## config.mk

```make
export PLATFORM = sky130hd
export DESIGN_NAME = ccc_front
export DESIGN_NICKNAME = d
export VERILOG_FILES = /design/src/rtl/ccc_pkg.sv /design/src/rtl/ccc_front.sv
export SDC_FILE = /design/constraint.sdc
export NUM_CORES = 2
export LEC_CHECK = 0
export ABC_CLOCK_PERIOD_IN_PS = 6600
export BUFFER_PORTS_ARGS = -buffer_cell sky130_fd_sc_hd__buf_2
export CORE_MARGIN = 5
export CORE_UTILIZATION = 45
export CTS_CLUSTER_SIZE = 10
export DETAILED_ROUTE_END_ITERATION = 10
export PLACE_DENSITY_LB_ADDON = 0.12
export SYNTH_ARGS = -nofsm -noshare
export SYNTH_HDL_FRONTEND = slang
export SYNTH_SLANG_ARGS = --single-unit
```

## constraint.sdc

```tcl
create_clock -name clk -period 6.6 [get_ports clk]
set_clock_uncertainty 0.15 [all_clocks]
set_input_delay 1.32 -clock clk [delete_from_list [all_inputs] [get_ports clk]]
set_output_delay 1.32 -clock clk [all_outputs]
set_load 0.02 [all_outputs]
```

## src/rtl/ccc_pkg.sv

```systemverilog
package ccc_pkg;

	localparam int unsigned CountW     = 16;
	localparam int unsigned RsW        = 20;
	localparam int unsigned PsW        = 3;
	localparam int unsigned DcW        = 32;
	localparam int unsigned ResW       = 32;
	localparam int unsigned CfgDataW   = 32;
	localparam int unsigned CfgIdxW    = 2;
	localparam int unsigned PrescRefW  = 7;
	localparam int unsigned LsbW       = 13;
	localparam int unsigned CntProdW   = CountW + LsbW;
	localparam int unsigned UahProdW   = ResW + RsW;
	localparam int unsigned XNumW      = UahProdW + PrescRefW;
	localparam int unsigned DenW       = RsW + PrescRefW;
	localparam int unsigned YNumW      = CntProdW + PrescRefW;
	localparam int unsigned ZNumW      = ResW + 7;
	localparam int unsigned ZDenW      = ResW;
	localparam int unsigned QueueDepth = 4;

	localparam logic [CountW-1:0] FullCount = '1;
	localparam logic [LsbW-1:0] LsbProd = LsbW'(85 * 50);
	localparam logic [CntProdW-1:0] FullProd = CntProdW'((2 ** CountW - 1) * (85 * 50));
	localparam logic [6:0] PctScale = 7'd100;
	localparam logic [ZDenW-1:0] MahDiv = ZDenW'(1000);

	localparam logic [RsW-1:0] RsenseRst = RsW'(50);
	localparam logic [PsW-1:0] PrescRst  = PsW'(7);
	localparam logic [DcW-1:0] DcapRst   = '0;

	typedef enum logic [2:0] {
		OP_CNT2UAH   = 3'd0,
		OP_UAH2CNT   = 3'd1,
		OP_FULLCAP   = 3'd2,
		OP_SOC       = 3'd3,
		OP_DESIGN_MAH = 3'd4
	} op_t;

	typedef enum logic [CfgIdxW-1:0] {
		REG_RSENSE = 2'd0,
		REG_PRESC  = 2'd1,
		REG_DCAP   = 2'd2
	} reg_idx_t;

	typedef struct packed {
		op_t              op;
		logic [XNumW-1:0] x_num;
		logic [DenW-1:0]  x_den;
		logic [YNumW-1:0] y_num;
	} job_t;

	typedef struct packed {
		logic full;
		logic empty;
	} q_stat_t;

endpackage

```

## src/rtl/ccc_front.sv

```systemverilog
module ccc_front (
	input  logic                           clk,
	input  logic                           arst_n,
	input  logic                           in_valid,
	output logic                           in_stall,
	input  logic [2:0]                     opcode,
	input  logic [ccc_pkg::CountW-1:0]     charge_count,
	input  logic [ccc_pkg::ResW-1:0]       charge_uah,
	input  logic [ccc_pkg::RsW-1:0]        rsense,
	input  logic [ccc_pkg::PsW-1:0]        presc,
	input  ccc_pkg::q_stat_t               q_stat,
	output logic                           push,
	output ccc_pkg::job_t                  job
);

	logic [ccc_pkg::CntProdW-1:0] cnt_prod;
	logic [ccc_pkg::UahProdW-1:0] uah_prod;
	ccc_pkg::job_t                job_d;
	ccc_pkg::job_t                job_s1;
	logic                         vld_s1;
	logic                         load;

	assign cnt_prod = ccc_pkg::CntProdW'(charge_count) * ccc_pkg::CntProdW'(ccc_pkg::LsbProd);
	assign uah_prod = ccc_pkg::UahProdW'(charge_uah) * ccc_pkg::UahProdW'(rsense);

	always_comb begin
		job_d.op    = ccc_pkg::op_t'(opcode);
		job_d.y_num = ccc_pkg::YNumW'(ccc_pkg::FullProd) << presc;
		case (ccc_pkg::op_t'(opcode))
			ccc_pkg::OP_UAH2CNT: begin
				job_d.x_num = {uah_prod, ccc_pkg::PrescRefW'(0)};
				job_d.x_den = ccc_pkg::DenW'(ccc_pkg::LsbProd) << presc;
			end
			default: begin
				job_d.x_num = ccc_pkg::XNumW'(cnt_prod) << presc;
				job_d.x_den = {rsense, ccc_pkg::PrescRefW'(0)};
			end
		endcase
	end

	assign in_stall = vld_s1 && q_stat.full;
	assign load     = in_valid && !in_stall;
	assign push     = vld_s1 && !q_stat.full;
	assign job      = job_s1;

	always_ff @(posedge clk or negedge arst_n) begin
		if (!arst_n) begin
			vld_s1 <= 1'b0;
		end else if (load) begin
			vld_s1 <= 1'b1;
		end else if (push) begin
			vld_s1 <= 1'b0;
		end
	end

	always_ff @(posedge clk) begin
		if (load) begin
			job_s1 <= job_d;
		end
	end

endmodule

```

==> results by stage <==
Synth:
- Synthesis handed over a netlist of between 3000 and 4000 instances.
- Of the post-synthesis cell area, the dominant cell type holds 0.382.
- Of the total synthesized cell area, the portion taken by full adders, half adders and majority gates is 0.489.
- Ranked by total cell area, the synthesized netlist is headed by sky130_fd_sc_hd__fa_1, sky130_fd_sc_hd__edfxtp_1, sky130_fd_sc_hd__ha_1, sky130_fd_sc_hd__inv_1, sky130_fd_sc_hd__and2_1.
- The count of unique library cells instantiated by Yosys is 75.
- The mapped netlist covers 29900 sq um.
- The number of enable-type register cells in the synthesized netlist is roughly 120.
- By area, the combinational part of the netlist is dominated by adder cells.
- The most used flip-flop cell after synthesis is sky130_fd_sc_hd__edfxtp_1.
- The mux share of post-synthesis cell area is 0.0186.
- The compound-cell area share of the yosys netlist is 0.0806.
- Of the total synthesized cell area, the portion taken by XOR and XNOR cells is 0.0150.
- After synthesis, the share of flip-flops with an asynchronous set or reset is 0.00820.
- The share of the Yosys chip area taken by registers is 0.123.
- The synthesized design contains around 120 register bits.
- Dividing the synthesized area by the synthesized cell count gives 9.11 sq um.
- For this run, the number of Yosys warnings is 0.
- The most area-hungry cell type in the Yosys netlist is sky130_fd_sc_hd__fa_1.
- The simple logic cell fraction of the synthesized area is 0.165.

Floorplanning:
- The die width is 268 microns.
- The die footprint is between 70000 and 80000 sq um.
- During I/O placement, the number of pins put on the boundary was between 200 and 250.
- After floorplanning, the core was divided into 94 placement rows.
- The die is around 270 microns tall.
- For this configuration, the core starts out at a cell density of 0.454.
- After floorplanning, the core was sized to cover about 66000 sq um.

Setup path:
- The largest fanout on the critical path is 11.
- The worst path arrival time is approximately 7.4 ns.
- The startpoint type of the worst setup path is a primary input.
- The endpoint required time on the critical path is between 6 and 7 ns.
- The type of element capturing the critical path is a register.
- The slack of the worst reg-to-reg path is approximately 4.8 ns.
- The start-to-end type of the worst setup path is in2reg.

Placed design:
- The wire-length estimate of the detail-placed layout is 75500 microns.
- The cell count after placement is between 4000 and 5000.
- Buffers placed on the I/O ports in this run total between 200 and 250.
- Routability-driven placement finished with a final weighted congestion of around 0.9.
- Once placement finished, the instance area stood at between 30000 and 40000 sq um.
- The post-placement setup slack is -1.49 ns.

Route:
- The total detailed-routing wirelength is ~92000 microns.
- The via-per-instance ratio is 5.23.
- The detailed-route DRC error count is 0.
- The first detailed-routing pass took 7 iterations.
- Once detail routing completed, the nets flagged for antenna violations numbered 0.
- In this run, the number of DRC markers left after iteration 0 of detailed routing was approximately 1400.
- Dividing the detail-routed wire length by the instance count gives approximately 20 microns.
- Detailed routing inserted a total of 24100 vias.

GRT:
- met2 is the most crowded layer.
- The global routing met2 resource utilization is 0.415.
- The initial antenna violation count is 3.
- In the global route stage, met1 resource usage came out at 0.362.
- The overall track demand over capacity in global routing is 0.255.
- The global-route wire length before repair is between 100000 and 150000 microns.
- The via count of the first global-routing pass is between 20000 and 30000.
- For met3 alone, demand over resource in global routing was 0.0429.
- Entering global routing, the biggest net connects around 120 pins.
- The global-route congestion overflow total is 0.

Clock network:
- CTS built an H-tree with a depth of 4.
- Clock tree synthesis selected as its root buffer the cell sky130_fd_sc_hd__clkbuf_16.
- The number of clock buffers inserted by TritonCTS is 17.
- The later pin in the worst-skew pair is clocked with a latency of around 0.42 ns.
- The clock sink count is approximately 120.
- The number of hold buffers added after cts is 0.
- The clock transition at the registers of the reported paths is approximately 0.06 ns.
- The buffer depth of the longest clock path is 2.
- TritonCTS built the clock tree.

STA:
- The total count of hold-check failures in the final report is 0.
- The final critical-path setup slack is -0.774 ns.
- The headroom to the max-slew limit is 0.433.
- The ratio of final minimum period to clock period is 1.12.
- Setup repair after global routing could not meet its margin everywhere.
- At the pin with the least slew margin, the transition time is around 0.85 ns.
- The number of setup violations in the final report is 40.
- The routed design could run at a clock period as short as ~7.4 ns.
- The max-slew violation count is 0.
- Derived from the worst setup path, the maximum achievable clock frequency is approximately 0.14 GHz.

Cells and area:
- The filler cells instantiated in the layout total between 5000 and 6000.
- The multi-input gate area in the final layout is 24500 sq um.
- The finished layout holds 4610 standard cells, fillers aside.
- The finished cells cover 37500 sq um.
- Of the cells placed in the final design, the portion with a size suffix greater than 1 is 0.256.
- The total number of nets in the final design is 4637.
- The area used by sequential logic in the layout is 3660 sq um.
- From synthesis to final layout, the design area changed by 25.4%.

Run status:
- The run finished, with violations left.
- The final reports fail on negative setup slack.

Min path:
- The tightest min-delay check is of the in2async type.

Flow run:
- The max-capacitance violation count is 0.
cell usage in the layout, fill, tap and decap left out, types with 14 or more instances in the layout:
cell                        instances
sky130_fd_sc_hd__nand2_2           14
sky130_fd_sc_hd__nor3_1            22
sky130_fd_sc_hd__xnor2_1           20
sky130_fd_sc_hd__a21o_1            42
sky130_fd_sc_hd__buf_4            338
sky130_fd_sc_hd__buf_6             71
sky130_fd_sc_hd__nand3_1           24
sky130_fd_sc_hd__fa_1             531
sky130_fd_sc_hd__inv_2             31
sky130_fd_sc_hd__a21oi_2           17
sky130_fd_sc_hd__clkbuf_16         23
sky130_fd_sc_hd__nand2_1          455
sky130_fd_sc_hd__nand4_1           16
sky130_fd_sc_hd__ha_4              23
sky130_fd_sc_hd__buf_12            27
sky130_fd_sc_hd__and2_4            44
sky130_fd_sc_hd__xor2_1            15
sky130_fd_sc_hd__a21oi_1           77
sky130_fd_sc_hd__inv_1            640
sky130_fd_sc_hd__ha_1             234
sky130_fd_sc_hd__buf_2            161
sky130_fd_sc_hd__and2_1           266
sky130_fd_sc_hd__nor2_1            66
sky130_fd_sc_hd__fa_2              38
sky130_fd_sc_hd__o21ai_0           39
sky130_fd_sc_hd__o211ai_1          19
sky130_fd_sc_hd__mux2i_1           21
sky130_fd_sc_hd__o21ai_1           16
sky130_fd_sc_hd__edfxtp_1         121
sky130_fd_sc_hd__a211oi_1          15
sky130_fd_sc_hd__o21bai_1          17
worst paths after layout:
check / startpoint / end / cells past startpoint
setup / recovery: charge_uah[8] / job[101] / 22
hold / removal: arst_n / vld_s1 / 1
setup reg to reg: vld_s1 / job[4] / 3
hold reg to reg: vld_s1 / vld_s1 / 2
max in group asynchronous: arst_n / vld_s1 / 1
min in group clk: vld_s1 / vld_s1 / 2
worst max-delay path, stage by stage:
cell and delay (ns):
sky130_fd_sc_hd__buf_12 0.13, sky130_fd_sc_hd__buf_6 0.13, sky130_fd_sc_hd__and2_4 0.15, sky130_fd_sc_hd__fa_1 0.57
sky130_fd_sc_hd__fa_1 0.44, sky130_fd_sc_hd__fa_1 0.52, sky130_fd_sc_hd__fa_1 0.63, sky130_fd_sc_hd__fa_1 0.46
sky130_fd_sc_hd__fa_1 0.51, sky130_fd_sc_hd__inv_1 0.05, sky130_fd_sc_hd__fa_1 0.49, sky130_fd_sc_hd__inv_2 0.05
sky130_fd_sc_hd__ha_4 0.26, sky130_fd_sc_hd__and3_4 0.19, sky130_fd_sc_hd__nand4_1 0.20, sky130_fd_sc_hd__nor3_2 0.24
sky130_fd_sc_hd__nor3b_4 0.33, sky130_fd_sc_hd__o21ai_4 0.12, sky130_fd_sc_hd__buf_4 0.15, sky130_fd_sc_hd__o21bai_4 0.17
sky130_fd_sc_hd__xnor2_4 0.17, sky130_fd_sc_hd__nor2_1 0.07
layer usage:
layer	routed length, microns	share of wire
met5	0	0
met4	2620	0.028
met3	5840	0.064
met2	43200	0.47
met1	40300	0.44
cells by family (layout without fill, tap and decap cells):
kind of cell,count (synthesis),after routing
fa+ha+maj,826,826
other cells,1,4
xor+xnor,51,51
mux,41,41
buf+inv,857,1324
compound gates,367,367
flops,122,122
simple gates,1011,1011
cell type report:
class / instances / share of cell area
Clock inverter: 13 / 0.00314
Inverter: 672 / 0.0674
Clock buffer: 19 / 0.0116
Tap cell: 864 / 0.0289
Multi-Input combinational cell: 2299 / 0.653
Sequential cell: 122 / 0.0977
Antenna cell: 1 / 0.0000668
Timing Repair Buffer: 620 / 0.138
per-stage QoR:
step | setup TNS, ns | utilization | hold slack [ns]
5_1_grt | -26.72 | 0.570 | 0.502
4_1_cts | -19.28 | 0.554 | 0.505
3_3_place_gp | -48.67 | 0.520 | 0.516
6_report | -20.36 | 0.570 | 0.516
2_1_floorplan | -18.34 | - | 0.613
3_5_place_dp | -49.32 | 0.520 | 0.530
flip-flops by register name, summed over array words and instances, names as in the netlist:
| name | flops |
|---|---|
| job | 121 |
| vld_s1 | 1 |
synth_stat cells, drive strengths merged (10+ instances only):
cell type	n
inv	672
fa	569
nand2	476
and2	312
ha	257
clkbuf	169
edfxtp	121
a21oi	102
nor2	73
o21ai	70
a21o	42
nor3	33
xnor2	33
nand3	28
a211oi	22
mux2i	21
o211ai	19
o21bai	18
xor2	18
buf	16
nand4	16
a31oi	15
and3	15
nand2b	14
o21a	13
nor3b	11
a211o	10
mux2	10
mux4	10
nor2b	10
repair_timing:
action | CTS | global route
gates cloned | 3 | 6
pin swaps | 134 | 121
setup endpoints to repair | 41 | 41
resized for setup | 280 | 182
buffers inserted | 55 | 26
Power is left out: the tool's default activity adds up to more than one toggle a clock period on the data nets, which glitch-free logic cannot reach.
