==> config.mk <==
export PLATFORM = sky130hd
export DESIGN_NAME = ccc_queue
export DESIGN_NICKNAME = d
export VERILOG_FILES = /design/src/rtl/ccc_pkg.sv /design/src/rtl/ccc_queue.sv
export SDC_FILE = /design/constraint.sdc
export NUM_CORES = 1
export LEC_CHECK = 0
export ABC_AREA = 1
export BUFFER_PORTS_ARGS = -buffer_cell sky130_fd_sc_hd__buf_2
export CAP_MARGIN = 20
export CELL_PAD_IN_SITES_DETAIL_PLACEMENT = 0
export CELL_PAD_IN_SITES_GLOBAL_PLACEMENT = 1
export CORE_ASPECT_RATIO = 0.8
export CORE_MARGIN = 3
export CORE_UTILIZATION = 47
export DETAILED_ROUTE_END_ITERATION = 8
export PLACE_DENSITY = 0.85
export SLEW_MARGIN = 5
export SYNTH_ARGS = -nofsm -noshare
export SYNTH_HDL_FRONTEND = slang
export SYNTH_SLANG_ARGS = --single-unit
export TNS_END_PERCENT = 30
==> constraint.sdc <==
create_clock -name clk -period 4.35 [get_ports clk]
set_input_delay 0.6525 -clock clk [delete_from_list [all_inputs] [get_ports clk]]
set_output_delay 0.6525 -clock clk [all_outputs]
set_load 0.05 [all_outputs]
==> src/rtl/ccc_pkg.sv <==
package ccc_pkg;

	localparam int unsigned CountW     = 16;
	localparam int unsigned RsW        = 20;
	localparam int unsigned PsW        = 3;
	localparam int unsigned DcW        = 32;
	localparam int unsigned ResW       = 32;
	localparam int unsigned CfgDataW   = 32;
	localparam int unsigned CfgIdxW    = 2;
	localparam int unsigned PrescRefW  = 7;
	localparam int unsigned LsbW       = 13;
	localparam int unsigned CntProdW   = CountW + LsbW;
	localparam int unsigned UahProdW   = ResW + RsW;
	localparam int unsigned XNumW      = UahProdW + PrescRefW;
	localparam int unsigned DenW       = RsW + PrescRefW;
	localparam int unsigned YNumW      = CntProdW + PrescRefW;
	localparam int unsigned ZNumW      = ResW + 7;
	localparam int unsigned ZDenW      = ResW;
	localparam int unsigned QueueDepth = 4;

	localparam logic [CountW-1:0] FullCount = '1;
	localparam logic [LsbW-1:0] LsbProd = LsbW'(85 * 50);
	localparam logic [CntProdW-1:0] FullProd = CntProdW'((2 ** CountW - 1) * (85 * 50));
	localparam logic [6:0] PctScale = 7'd100;
	localparam logic [ZDenW-1:0] MahDiv = ZDenW'(1000);

	localparam logic [RsW-1:0] RsenseRst = RsW'(50);
	localparam logic [PsW-1:0] PrescRst  = PsW'(7);
	localparam logic [DcW-1:0] DcapRst   = '0;

	typedef enum logic [2:0] {
		OP_CNT2UAH   = 3'd0,
		OP_UAH2CNT   = 3'd1,
		OP_FULLCAP   = 3'd2,
		OP_SOC       = 3'd3,
		OP_DESIGN_MAH = 3'd4
	} op_t;

	typedef enum logic [CfgIdxW-1:0] {
		REG_RSENSE = 2'd0,
		REG_PRESC  = 2'd1,
		REG_DCAP   = 2'd2
	} reg_idx_t;

	typedef struct packed {
		op_t              op;
		logic [XNumW-1:0] x_num;
		logic [DenW-1:0]  x_den;
		logic [YNumW-1:0] y_num;
	} job_t;

	typedef struct packed {
		logic full;
		logic empty;
	} q_stat_t;

endpackage

==> src/rtl/ccc_queue.sv <==
module ccc_queue #(
	parameter int unsigned DEPTH = ccc_pkg::QueueDepth
) (
	input  logic             clk,
	input  logic             arst_n,
	input  logic             push,
	input  ccc_pkg::job_t    push_job,
	input  logic             pop,
	output ccc_pkg::job_t    head,
	output ccc_pkg::q_stat_t q_stat
);

	localparam int unsigned PtrW = (DEPTH > 1) ? $clog2(DEPTH) : 1;
	localparam int unsigned CntW = $clog2(DEPTH + 1);

	ccc_pkg::job_t   mem_q [DEPTH];
	logic [PtrW-1:0] wr_ptr_q;
	logic [PtrW-1:0] rd_ptr_q;
	logic [CntW-1:0] count_q;

	function automatic logic [PtrW-1:0] ptr_inc(input logic [PtrW-1:0] p);
		if (p == PtrW'(DEPTH - 1)) begin
			return '0;
		end
		return p + PtrW'(1);
	endfunction

	assign q_stat.full  = (count_q == CntW'(DEPTH));
	assign q_stat.empty = (count_q == '0);
	assign head         = mem_q[rd_ptr_q];

	always_ff @(posedge clk or negedge arst_n) begin
		if (!arst_n) begin
			wr_ptr_q <= '0;
			rd_ptr_q <= '0;
			count_q  <= '0;
		end else begin
			if (push) begin
				wr_ptr_q <= ptr_inc(wr_ptr_q);
			end
			if (pop) begin
				rd_ptr_q <= ptr_inc(rd_ptr_q);
			end
			if (push && !pop) begin
				count_q <= count_q + CntW'(1);
			end else if (pop && !push) begin
				count_q <= count_q - CntW'(1);
			end
		end
	end

	always_ff @(posedge clk) begin
		if (push) begin
			mem_q[wr_ptr_q] <= push_job;
		end
	end

endmodule

==> results.py, run 1 <==
metrics = {
    "finish": {
        "syn_to_final_growth_pct": 15.7,
        "stdcell_count": 2350,
        "drive_above_1_share_pct": 19.9,
        "nNetsFinal": 1891,
        "postLayoutCoreUtil_pct": 55.7,
        "fill_cells": 3333,
        "finalInstanceArea_sq_um": 23600,
    },
    "timing": {
        "hold_violations": 0,
        "fin_tns_setup_ps": 0,
        "slew_headroom_pct": 36.3,
        "setup_ws_ps": 971,
        "finalMaxSlewViolations": 0,
        "skew_ps": 13.3,
        "max_freq_ghz": 0.296,
        "tightest_slew_ps": 956,
        "timing.final.crit_share_pct": 77.7,
        "rsz0062_at_grt": "no",
        "setup-violations-final": 0,
        "period_needed_ps": 3380,
        "worst_hold_slack_ps": 307,
    },
    "clock_network": {
        "numCtsBuffers": 49,
        "htreeDepth": 2,
        "post_cts_resized": 0,
        "cts_buffer_depth": 3,
        "path_clk_slew_ps": 60,
        "cts.sinks": 507,
        "root_buffer": "clkbuf_16",
        "cts_tree": "built",
        "cts_setup_buffers": 0,
        "cts_hold_buffers": 1,
        "clk_latency_ps": 560,
    },
    "synthesis": {
        "synth_cell_types": 19,
        "syn_nets": 1646,
        "syn_area_per_cell_sq_um": 13.5,
        "synth_area_sq_um": 20400,
        "ys_ff_latch": 507,
        "yosys_warnings": 0,
        "synthCells": 1510,
        "seq_area_frac_synth_pct": 74.5,
    },
    "placement": {
        "dp_hpwl_um": 23900,
        "dp_cells": 2255,
        "placed_area_sq_um": 21900,
        "portBuffers": 255,
        "pre_cts_ws_ps": 1590,
        "place_congestion": 0.784,
    },
    "drt": {
        "drt_iter0_drc": 687,
        "vias": 11818,
        "post-route-drc-count": 0,
        "dr.pass1.iters": 4,
        "vias_per_cell": 5.03,
        "wirelength_um": 40800,
        "antenna_left": 0,
        "wl_per_cell_um": 17.4,
    },
    "outcome": {
        "status": "completed",
    },
    "critical_path": {
        "setup.worst_path.class": "flip-flop to output port",
        "cpMostUsedCell": "nand2_1",
        "crit_fanout": 138,
        "worstPathArrival_ps": 2730,
        "cp-end-kind": "output port",
        "worstPathRequired_ps": 3700,
        "slowest_stage": "inv_8",
        "cp_cell_sequence": "inv_8 > buf_4 > nand2_1 > o211ai_1 > nand2_1 > buf_2",
        "rr_worst_depth": 5,
        "cp-start-kind": "flip-flop",
        "critPathMaxStageDelay_ps": 580,
    },
    "global_route": {
        "first_global_vias": 11446,
        "grt_max_degree": 139,
        "grt.overflow.total": 0,
        "antenna_found_initial": 8,
        "track_usage_pct": 17.5,
        "grt_pass1_wl_um": 62600,
    },
    "pwr": {
        "p_per_area_nw_per_um2": 756,
        "p_leak_nw": 9.50,
        "power_mw": 17.8,
        "vdd_drop_max_uv": 550,
    },
    "job": {
        "cap_violations": 0,
    },
    "floorplanning": {
        "ioPinCount": 256,
        "start_util_pct": 48.2,
        "die-area_sq_um": 45900,
        "num_rows": 67,
        "core_sq_um": 42300,
        "die_x_um": 239,
        "die_y_um": 192,
    },
    "min_path": {
        "min_path_type": "primary input to flip-flop",
        "hold_depth": 1,
    },
}
-- cell usage in the layout, fill, tap and decap left out, types with 2 or more instances in the layout --
cell type and instances:
clkbuf_16 51, o211ai_1 250, nor3_1 2, nand2_1 391, dfrtp_1 6, clkbuf_1 8, ha_1 6, buf_12 8
o21ai_1 2, diode_2 5, clkinv_2 7, clkinv_4 2, buf_2 255, clkinvlp_4 4, bufinv_16 7, inv_1 257
edfxtp_1 500, inv_4 5, inv_6 3, o21ai_0 2, clkinv_1 7, buf_4 12
-- critical path: cells and delay by family (launching register included) --
family          cells  cell delay [ps]
buf+inv             3             1340
compound gates      1              120
flops               1              460
simple gates        2              230
-- path summary, 6_finish.rpt --
| kind | from | endpoint | slack, ps |
|---|---|---|---|
| max in group asynchronous | arst_n | rd_ptr_q[1] | 3640 |
| setup / recovery | rd_ptr_q[0] | head[110] | 970 |
| hold / removal | push_job[90] | mem_q[1][90] | 310 |
| hold reg to reg | count_q[2] | count_q[2] | 500 |
| min in group asynchronous | arst_n | count_q[2] | 520 |
| setup reg to reg | wr_ptr_q[0] | mem_q[0][76] | 2110 |
-- where the power goes --
part	internal [mW]	switching [mW]	total, mW
logic	1.51	5.52	7.04
registers	6.26	0.218	6.48
clock network	2.56	1.74	4.31
-- logic make-up (layout without fill, tap and decap cells) --
kind of cell             Yosys count  after routing  synth area share, %
other                              0              5                    0
AND/OR/NAND/NOR                  396            396                 7.32
adder cells (fa/ha/maj)            7              7                0.466
buffers and inverters            345            628                 8.38
flip-flops                       507            507                 74.5
XOR/XNOR                           1              1               0.0430
AO/OA/AOI/OAI                    254            254                 9.30
-- area by class of cell --
class / count / area, sq um / area share, %
antenna: 5 / 12.5 / 0.0531
clock buffer: 59 / 1310 / 5.54
clock inverter: 30 / 345 / 1.46
inverter: 263 / 1010 / 4.27
multi-input combinational: 658 / 3490 / 14.8
sequential: 507 / 15200 / 64.4
tap: 552 / 691 / 2.93
timing repair buffer: 276 / 1540 / 6.51
-- state kept, by name, indices dropped and copies added, names as in the netlist --
name and count:
mem_q 500, wr_ptr_q 2, rd_ptr_q 2, count_q 3
-- cell usage after synthesis, drive strengths merged --
library cell,n,area share [%]
nand3,1,0.025
o211ai,250,9.2
nor2,1,0.018
ha,6,0.37
nand2,391,7.2
xnor2,1,0.043
fa,1,0.098
buf,82,3.5
nor3,2,0.049
nand4,1,0.031
inv,263,4.9
dfrtp,7,0.86
edfxtp,500,74
o21ai,4,0.098
-- per-layer routing --
metal / track usage [%] / up-vias / part of all wire, %
li1: - / 5817 / -
met5: 0 / - / 0.14
met4: 4.18 / 10 / 1.7
met1: 23.1 / 5660 / 43
met3: 4.03 / 67 / 6.2
met2: 29.9 / 264 / 49
No activity file was read; power rests on OpenSTA's default activity.
==> run 2, diff against run 1 <==
- CORE_UTILIZATION: 47 -> 43
- PLACE_DENSITY: 0.85 -> 0.82
- clock period: 4.35 -> 2.9 ns (I/O delays scaled with it)
==> run 2 against run 1 <==
Wire length shrank 0.84%. Highest routed layer unchanged. Critical path depth shrank 1. Register-to-register slack lost 1100 ps. Largest power group unchanged. Total power grew 48%. Count of clock-buffer cells in the layout grew 8. Via count shrank 0.56%. Critical endpoint is now head[114]. Flip-flop and latch count is the same.
==> results.py, run 2 (synthesized netlist as in run 1, its figures left out) <==
metrics = {
    "outcome": {
        "status": "completed",
    },
    "finish": {
        "stdcell_count": 2418,
        "regMostFlops": "mem_q",
        "final_common_cell": "edfxtp_1",
        "syn_to_final_growth_pct": 16.2,
        "nNetsFinal": 1898,
        "final_cell_mix": "edfxtp_1 (500), nand2_1 (387), inv_1 (256)",
        "drive_above_1_share_pct": 19.9,
        "top_regs": "mem_q (500), count_q (3)",
        "finalInstanceArea_sq_um": 23700,
        "largest_reg_flops": 500,
    },
    "global_route": {
        "grt_pass1_wl_um": 63500,
        "grt_max_degree": 74,
        "first_global_vias": 11560,
        "track_usage_pct": 15.9,
        "antenna_found_initial": 9,
        "grt.overflow.total": 0,
    },
    "floorplanning": {
        "ioPinCount": 256,
        "die_y_um": 201,
        "die_x_um": 249,
        "core_sq_um": 46200,
        "start_util_pct": 44.1,
        "num_rows": 70,
        "die-area_sq_um": 50100,
    },
    "timing": {
        "rsz0062_at_grt": "no",
        "slew_headroom_pct": 67.3,
        "setup-violations-final": 0,
        "timing.final.crit_share_pct": 94.7,
        "period_needed_ps": 2750,
        "finalMaxSlewViolations": 0,
        "max_freq_ghz": 0.364,
        "skew_ps": 20.7,
        "hold_violations": 0,
        "worst_hold_slack_ps": 71.3,
        "tightest_slew_ps": 491,
    },
    "critical_path": {
        "worstPathRequired_ps": 2470,
        "worstPathArrival_ps": 2310,
        "rr_worst_depth": 4,
        "cp-end-kind": "output port",
        "cp_cell_sequence": "clkinv_8 > buf_4 > o211ai_1 > nand2_1 > buf_2",
        "cp_top_family": "buffers and inverters",
        "slowest_stage": "dfrtp_1",
        "cp-start-kind": "flip-flop",
        "setup.worst_path.class": "flip-flop to output port",
        "crit_fanout": 64,
        "critPathMaxStageDelay_ps": 480,
        "r2r-start": "wr_ptr_q[0]",
        "worst-path-buf-inv": 3,
        "worst-r2r-setup-slack_ps": 1040,
        "r2r_end": "mem_q[3][68]",
    },
    "min_path": {
        "min_to": "mem_q[2][27]",
        "min_path_type": "primary input to flip-flop",
        "hold_depth": 1,
        "hp-start": "push_job[27]",
    },
    "clock_network": {
        "root_buffer": "clkbuf_16",
        "clk_latency_ps": 570,
        "path_clk_slew_ps": 70,
        "cts_tree": "built",
        "cts.sinks": 507,
        "cts_buffer_depth": 3,
        "numCtsBuffers": 50,
        "htreeDepth": 2,
    },
    "pwr": {
        "clkPwrFrac_pct": 22.7,
        "intPower_mw": 15.2,
        "combPwrFrac_pct": 40.5,
        "p_leak_nw": 9.48,
        "p_seq_share_pct": 36.8,
        "switching_share_pct": 42.4,
        "p_per_area_nw_per_um2": 1120,
        "switchingPower_mw": 11.2,
        "vdd_drop_max_uv": 818,
        "power_mw": 26.4,
    },
    "drt": {
        "wl_per_cell_um": 16.7,
        "post-route-drc-count": 0,
        "dr.pass1.iters": 6,
        "wirelength_um": 40500,
        "antenna_left": 0,
        "vias_per_cell": 4.86,
        "drt_iter0_drc": 718,
        "vias": 11752,
    },
    "placement": {
        "portBuffers": 255,
        "placed_area_sq_um": 22100,
        "dp_cells": 2321,
        "place_congestion": 0.757,
        "dp_hpwl_um": 24400,
    },
    "job": {
        "cap_violations": 0,
    },
}
-- run 2: changes by cell type in the layout (fill, tap and decap cells not counted), sizes merged --
cell | previous run | this run
clkbuf | 59 | 67
buf | 275 | 281
bufinv | 7 | 2
inv | 266 | 261
clkinv | 16 | 19
diode | 5 | 6
-- run 2: repair_timing --
item,CTS,global route
endpoints found under the hold margin,7,0
resized for setup,0,1
endpoints found under the setup margin,0,1
hold buffers,1,0
buffers inserted,0,0
-- run 2: how the worst max path moves through the flow --
stage / from / endpoint / slack [ps] / cells past startpoint
4_1_cts: rd_ptr_q[0] / head[118] / 70 / 5
3_3_place_gp: rd_ptr_q[0] / head[113] / 770 / 5
2_1_floorplan: wr_ptr_q[0] / mem_q[0][0] / -20 / 4
6_report: rd_ptr_q[0] / head[114] / 150 / 5
5_1_grt: rd_ptr_q[0] / head[113] / 20 / 5
3_5_place_dp: rd_ptr_q[0] / head[118] / 730 / 5
-- run 2: routing by layer --
metal  global-route usage (%)  wire length [um]  vias up
li1                         -                 -     5806
met1                     20.5             17400     5627
met2                     26.8             19600      252
met3                     4.55              2860       57
met4                     3.87               609       10
met5                        0                57        -
-- run 2: area by class of cell --
class / count / area, sq um
tap: 612 / 766
sequential: 507 / 15200
fill: 3874 / 22600
inverter: 263 / 1020
antenna: 6 / 15.0
timing repair buffer: 282 / 1680
clock inverter: 23 / 171
clock buffer: 67 / 1340
multi-input combinational: 658 / 3500
-- run 2: power by group through the flow --
stage	logic, mW	registers (mW)	clock network, mW
5_1_grt	11.5	9.82	6.44
2_1_floorplan	8.54	9.82	0
3_5_place_dp	10.9	9.87	0
6_report	10.7	9.72	5.99
4_1_cts	10.9	9.72	6.14
3_3_place_gp	10.7	9.83	0
-- run 2: worst register-to-register path, stage by stage (launching register included) --
cell	delay (ps)
dfrtp_1	420
ha_1	240
nand2_2	80
clkinvlp_4	390
buf_12	410
-- run 2: metrics by stage --
step | TNS [ps] | utilization [%] | setup WS, ps
after floorplan | -10210 | - | -22.7
final | 0 | 51.2 | 154
after detailed placement | 0 | 47.9 | 731
after CTS | 0 | 51.2 | 67.1
after global routing | 0 | 51.2 | 21.0
after global placement | 0 | 47.9 | 771
